===== config.mk =====
export PLATFORM = sky130hd
export DESIGN_NAME = cbe_tail
export DESIGN_NICKNAME = d
export VERILOG_FILES = /design/src/rtl/cbe_pkg.sv /design/src/rtl/cbe_tail.sv
export SDC_FILE = /design/constraint.sdc
export NUM_CORES = 2
export LEC_CHECK = 0
export BUFFER_PORTS_ARGS = -buffer_cell sky130_fd_sc_hd__buf_2
export CORE_MARGIN = 3
export CORE_UTILIZATION = 55
export DETAILED_ROUTE_END_ITERATION = 16
export PLACE_DENSITY = 0.71
export SKIP_CTS_REPAIR_TIMING = 1
export SYNTH_ARGS = -nofsm -noshare
export SYNTH_HDL_FRONTEND = slang
export SYNTH_SLANG_ARGS = --single-unit

===== constraint.sdc =====
create_clock -name clk -period 7.25 [get_ports clk]
set_clock_uncertainty 0.2 [all_clocks]
set_input_delay 0 -clock clk [delete_from_list [all_inputs] [get_ports clk]]
set_output_delay 0 -clock clk [all_outputs]
set_load 0.05 [all_outputs]

===== src/rtl/cbe_pkg.sv =====
package cbe_pkg;

  // Field widths.
  localparam int COORD_BITS      = 16;
  localparam int PARAM_FRAC_BITS = 16;
  localparam int U_W             = PARAM_FRAC_BITS + 1;

  // Widths of the de Casteljau levels, exact at every level.
  localparam int P1_W = COORD_BITS + U_W;
  localparam int B_W  = COORD_BITS + PARAM_FRAC_BITS;
  localparam int P2_W = B_W + U_W;
  localparam int C_W  = COORD_BITS + 2 * PARAM_FRAC_BITS;
  localparam int D_W  = COORD_BITS + 3 * PARAM_FRAC_BITS;

  // The last level is split into a low and a high half of each second-level value.
  localparam int CL_W = C_W / 2;
  localparam int CH_W = C_W - CL_W;
  localparam int PL_W = CL_W + U_W;
  localparam int PH_W = CH_W + U_W;
  localparam int SL_W = PL_W + 1;
  localparam int SH_W = PH_W + 1;
  localparam int DS_W = C_W + U_W + 1;

  // Rounding and result extraction.
  localparam int FRAC_W = 3 * PARAM_FRAC_BITS;
  localparam int R_W    = COORD_BITS + 1;

  localparam logic [U_W-1:0]  PARAM_ONE  = {1'b1, {PARAM_FRAC_BITS{1'b0}}};
  localparam logic [DS_W-1:0] ROUND_HALF = DS_W'(1) << (FRAC_W - 1);

  typedef logic [U_W-1:0]        param_t;
  typedef logic [COORD_BITS-1:0] coord_t;

  // First lerp level, registered.
  typedef struct packed {
    logic           valid;
    param_t         u;
    param_t         v;
    logic [B_W-1:0] b0;
    logic [B_W-1:0] b1;
    logic [B_W-1:0] b2;
  } lvl1_t;

  // Second lerp level, registered.
  typedef struct packed {
    logic           valid;
    param_t         u;
    param_t         v;
    logic [C_W-1:0] c0;
    logic [C_W-1:0] c1;
  } lvl2_t;

endpackage


===== src/rtl/cbe_tail.sv =====
module cbe_tail (
  input  logic                                  clk,
  input  logic                                  rst,
  input  cbe_pkg::lvl2_t                        lvl2,
  output logic                                  done,
  output logic signed [cbe_pkg::COORD_BITS-1:0] curve_coord
);

  // Partial products of the last level.
  logic                      pp_valid;
  logic [cbe_pkg::PH_W-1:0]  ph0, ph1;
  logic [cbe_pkg::PL_W-1:0]  pl0, pl1;

  // Partial sums.
  logic                      ps_valid;
  logic [cbe_pkg::SH_W-1:0]  sh;
  logic [cbe_pkg::SL_W-1:0]  sl;

  logic [cbe_pkg::DS_W-1:0]  d_sum;
  logic [cbe_pkg::R_W-1:0]   r_val;
  cbe_pkg::coord_t           r_sat;

  // Third level in halves: each second-level value split into high and low parts.
  always_ff @(posedge clk) begin
    if (rst) begin
      pp_valid <= 1'b0;
    end else begin
      pp_valid <= lvl2.valid;
    end
    ph0 <= cbe_pkg::PH_W'(lvl2.c0[cbe_pkg::C_W-1:cbe_pkg::CL_W])
         * cbe_pkg::PH_W'(lvl2.u);
    pl0 <= cbe_pkg::PL_W'(lvl2.c0[cbe_pkg::CL_W-1:0]) * cbe_pkg::PL_W'(lvl2.u);
    ph1 <= cbe_pkg::PH_W'(lvl2.c1[cbe_pkg::C_W-1:cbe_pkg::CL_W])
         * cbe_pkg::PH_W'(lvl2.v);
    pl1 <= cbe_pkg::PL_W'(lvl2.c1[cbe_pkg::CL_W-1:0]) * cbe_pkg::PL_W'(lvl2.v);
  end

  // Add the matching halves of the two terms.
  always_ff @(posedge clk) begin
    if (rst) begin
      ps_valid <= 1'b0;
    end else begin
      ps_valid <= pp_valid;
    end
    sh <= cbe_pkg::SH_W'(ph0) + cbe_pkg::SH_W'(ph1);
    sl <= cbe_pkg::SL_W'(pl0) + cbe_pkg::SL_W'(pl1);
  end

  // Recombine, round half up, and clamp to the coordinate range.
  assign d_sum = (cbe_pkg::DS_W'(sh) << cbe_pkg::CL_W) + cbe_pkg::DS_W'(sl)
               + cbe_pkg::ROUND_HALF;
  assign r_val = d_sum[cbe_pkg::FRAC_W +: cbe_pkg::R_W];
  assign r_sat = r_val[cbe_pkg::R_W-1] ? '1 : r_val[cbe_pkg::COORD_BITS-1:0];

  always_ff @(posedge clk) begin
    if (rst) begin
      done <= 1'b0;
    end else begin
      done <= ps_valid;
    end
    curve_coord <= {~r_sat[cbe_pkg::COORD_BITS-1], r_sat[cbe_pkg::COORD_BITS-2:0]};
  end

endmodule


==> results_dict.tcl <==
set metrics [dict create \
    outcome "completed" \
    ys_warn_count 0 \
    cts_root_buffer "clkbuf_16" \
    cp_top_family "adder cells" \
    slowest_delay_ns 0.66 \
    cp_common_cell "fa_1" \
    rows 122 \
    netlist_instances 7007 \
    vias_per_cell 5.46 \
    grt_pass1_vias 50200 \
    route.met3.wl_mm 12.5 \
    rrSetupSlack_ns 3.63 \
    cp-start-kind "input port" \
    ys_seq_elements 242 \
    gp_congestion 0.920 \
    rsz0062_at_grt "no" \
    post-route-min-period_ns 6.28 \
    cts_tree "built" \
    crit_arrival_ns 6.55 \
    synth_edf_count 0 \
    cp-endpoint "pl0[39]" \
    final_layout_size_suffix_gt1_share_pct 3.99 \
    ioPinCount 150 \
    fmax_ghz 0.159 \
    highest_layer "met5" \
    drt_wl_total_mm 158 \
    r2r_end "sh[36]" \
    synth-main-ff-cell "dfxtp_1" \
    insertion_delay_ns 0.55 \
    grt_max_degree 49 \
    num_vias 46200 \
    start_util_pct 55.6 \
    clock_sinks 242 \
    cts.clk_slew.worst_paths_ns 0.07 \
    critical_path_depth 23 \
    dr.pass1.iters 5 \
    worstPathMaxFanout 33 \
    startpoint "lvl2[115]" \
    die_area_um2 116000 \
    hold_viol 0 \
    dieWidth_um 341 \
    area_growth_pct 4.88 \
    dpl.hpwl_mm 125 \
    slew_headroom_pct 31.2 \
    ys_seq_area_share_pct 7.87 \
    nNetsFinal 8951 \
    synth_cell_types 82 \
    portBuffers 149 \
    path_cells "buf_2, nand2_1, fa_1, inv_1, fa_1, inv_1, fa_1, inv_1, fa_1, fa_1, inv_1, fa_1, inv_1, ha_1, a21oi_1, a21boi_0, o21ai_0, nand3_1, o21ai_0, a2111oi_2, nor3_1, nor4_1, nand3b_1" \
    synthArstFlopShare_pct 0 \
    worst_pin_slew_ns 1.03 \
    min_period_over_period_pct 86.6 \
    cp_num_buf_inv 6 \
    finalSetupTns_ns 0 \
    wl_met2_mm 76.9 \
    cts_buffer_depth 3 \
    reg2regPathDepth 12 \
    grt_first_pass_wirelength_mm 260 \
    slew_viol_final 0 \
    whs_ns 0.0339 \
    h-tree-depth 1 \
    cp_slowest_cell "buf_2" \
    critPathKind "in -> reg" \
    setup_viol 0 \
    hold_class "in -> reg" \
    synth.avg_cell_area_um2 8.79 \
    drt-met1-wl_mm 62.7 \
    cts-buffers-inserted 24 \
    cap_violations 0 \
    ant_nets 0 \
    hold_depth 3 \
    avgRoutedWirePerCell_um 18.6 \
    antenna_found_initial 4 \
    rr_startpoint "ph0[0]" \
    overflow 0 \
    drt_iter0_drc 3006 \
    die_h_um 341 \
    synth.net_count 9014 \
    netlist_area_um2 61600 \
    drc 0 \
    end_kind "register" \
    grt_usage_pct 28.0 \
    crit_required_ns 7.52 \
    core-area_um2 111000 \
]
cell usage after synthesis, types with 6 or more instances:
master	n	share of area, %
a211o_1	6	0.085
a211oi_1	16	0.20
a21boi_0	7	0.085
a21o_1	141	1.7
a21oi_1	192	1.6
a31oi_1	28	0.28
and2_1	631	6.4
and3_1	26	0.26
clkbuf_1	296	1.8
dfxtp_1	242	7.9
fa_1	1317	43
ha_1	557	11
inv_1	1657	10
nand2_1	1119	6.8
nand2b_1	24	0.24
nand3_1	47	0.38
nand3b_1	8	0.098
nand4_1	33	0.34
nand4b_1	6	0.085
nor2_1	93	0.57
nor2b_1	29	0.29
nor3_1	31	0.25
nor3b_1	6	0.073
o211ai_1	20	0.24
o21a_1	18	0.22
o21ai_0	103	0.84
o21ai_1	12	0.098
o21bai_1	27	0.33
o31a_1	6	0.085
o31ai_1	7	0.085
or3_1	13	0.13
xnor2_1	131	1.9
xor2_1	66	0.94
worst reg2reg max path, stage by stage, from the launching register on:
cell	delay [ns]
dfxtp_1	0.35
ha_1	0.22
inv_1	0.07
fa_1	0.41
nor2b_1	0.21
o31ai_1	0.19
a211oi_2	0.44
a211oi_2	0.21
o41ai_2	0.52
o21ba_2	0.25
o21ai_2	0.09
nand3b_1	0.18
a211oi_2	0.19
layout by cell type, fill, tap and decap left out, types with 12 or more instances in the layout:
master	netlist	routed
o211ai_1	20	20
o21a_1	18	18
nand2b_1	24	24
buf_4	0	43
and2_1	631	631
ha_1	557	557
clkbuf_16	0	24
a21oi_1	192	192
a211oi_1	16	16
o21ai_0	103	103
fa_1	1317	1317
xor2_1	66	66
nand2_1	1119	1119
o21ai_1	12	12
and3_1	26	26
dfxtp_1	242	242
xnor2_1	131	131
nand4_1	33	33
nor3_1	31	31
a21o_1	141	141
nand3_1	47	47
inv_1	1657	1657
buf_2	0	149
a31oi_1	28	28
o21bai_1	27	27
nor2b_1	29	29
or3_1	13	13
nor2_1	93	93
worst min-delay path by stage:
stage	slack (ns)	endpoint	from
2_1_floorplan	-0.13	done	rst
6_report	0.03	pp_valid	lvl2[130]
4_1_cts	-0.59	done	rst
5_1_grt	0.03	pp_valid	lvl2[130]
3_3_place_gp	-0.009	done	rst
3_5_place_dp	-0.002	done	rst
per-layer routing:
layer	global-route usage, %	vias to the layer above
met3	5.32	348
met1	35.7	23400
met2	48.3	1757
met4	8.54	4
met5	0.208	-
li1	-	20700
per-stage QoR:
| stage | setup WS [ns] | std cells | util [%] | cell area (um^2) |
|---|---|---|---|---|
| 5_1_grt | 0.547 | 8450 | 58.3 | 64600 |
| 4_1_cts | 1.02 | 8439 | 58.2 | 64500 |
| 2_1_floorplan | 1.16 | 7007 | - | 61600 |
| 3_5_place_dp | 0.485 | 8395 | 57.4 | 63600 |
| 6_report | 0.973 | 8453 | 58.3 | 64600 |
| 3_3_place_gp | 0.576 | 8395 | 57.4 | 63600 |
cell type report:
| class | count | area, um^2 |
|---|---|---|
| clock inverter | 18 | 264 |
| multi-input combinational | 4805 | 49400 |
| tap | 1488 | 1860 |
| timing repair buffer | 214 | 1400 |
| antenna | 3 | 7.51 |
| sequential | 242 | 4840 |
| clock buffer | 26 | 618 |
| inverter | 1657 | 6220 |
| fill | 9794 | 46200 |
kinds of logic (layout without fill, tap and decap cells):
family / Yosys count / count (layout) / share of synthesized area (%)
simple gates: 2083 / 2083 / 16.2
buf+inv: 1960 / 1915 / 12.0
fa+ha+maj: 1874 / 1874 / 54.1
compound gates: 650 / 650 / 6.99
flops: 242 / 242 / 7.87
xor+xnor: 198 / 198 / 2.83
other cells: 0 / 3 / 0
registers in the layout, indices dropped and copies added, names as in the netlist, 16 cells and up:
register,cells
curve_coord,16
ph0,41
ph1,41
pl0,41
pl1,41
sh,41
sl,18
Power is left out: the tool's default activity adds up to more than one toggle a clock period on the data nets, which glitch-free logic cannot reach.
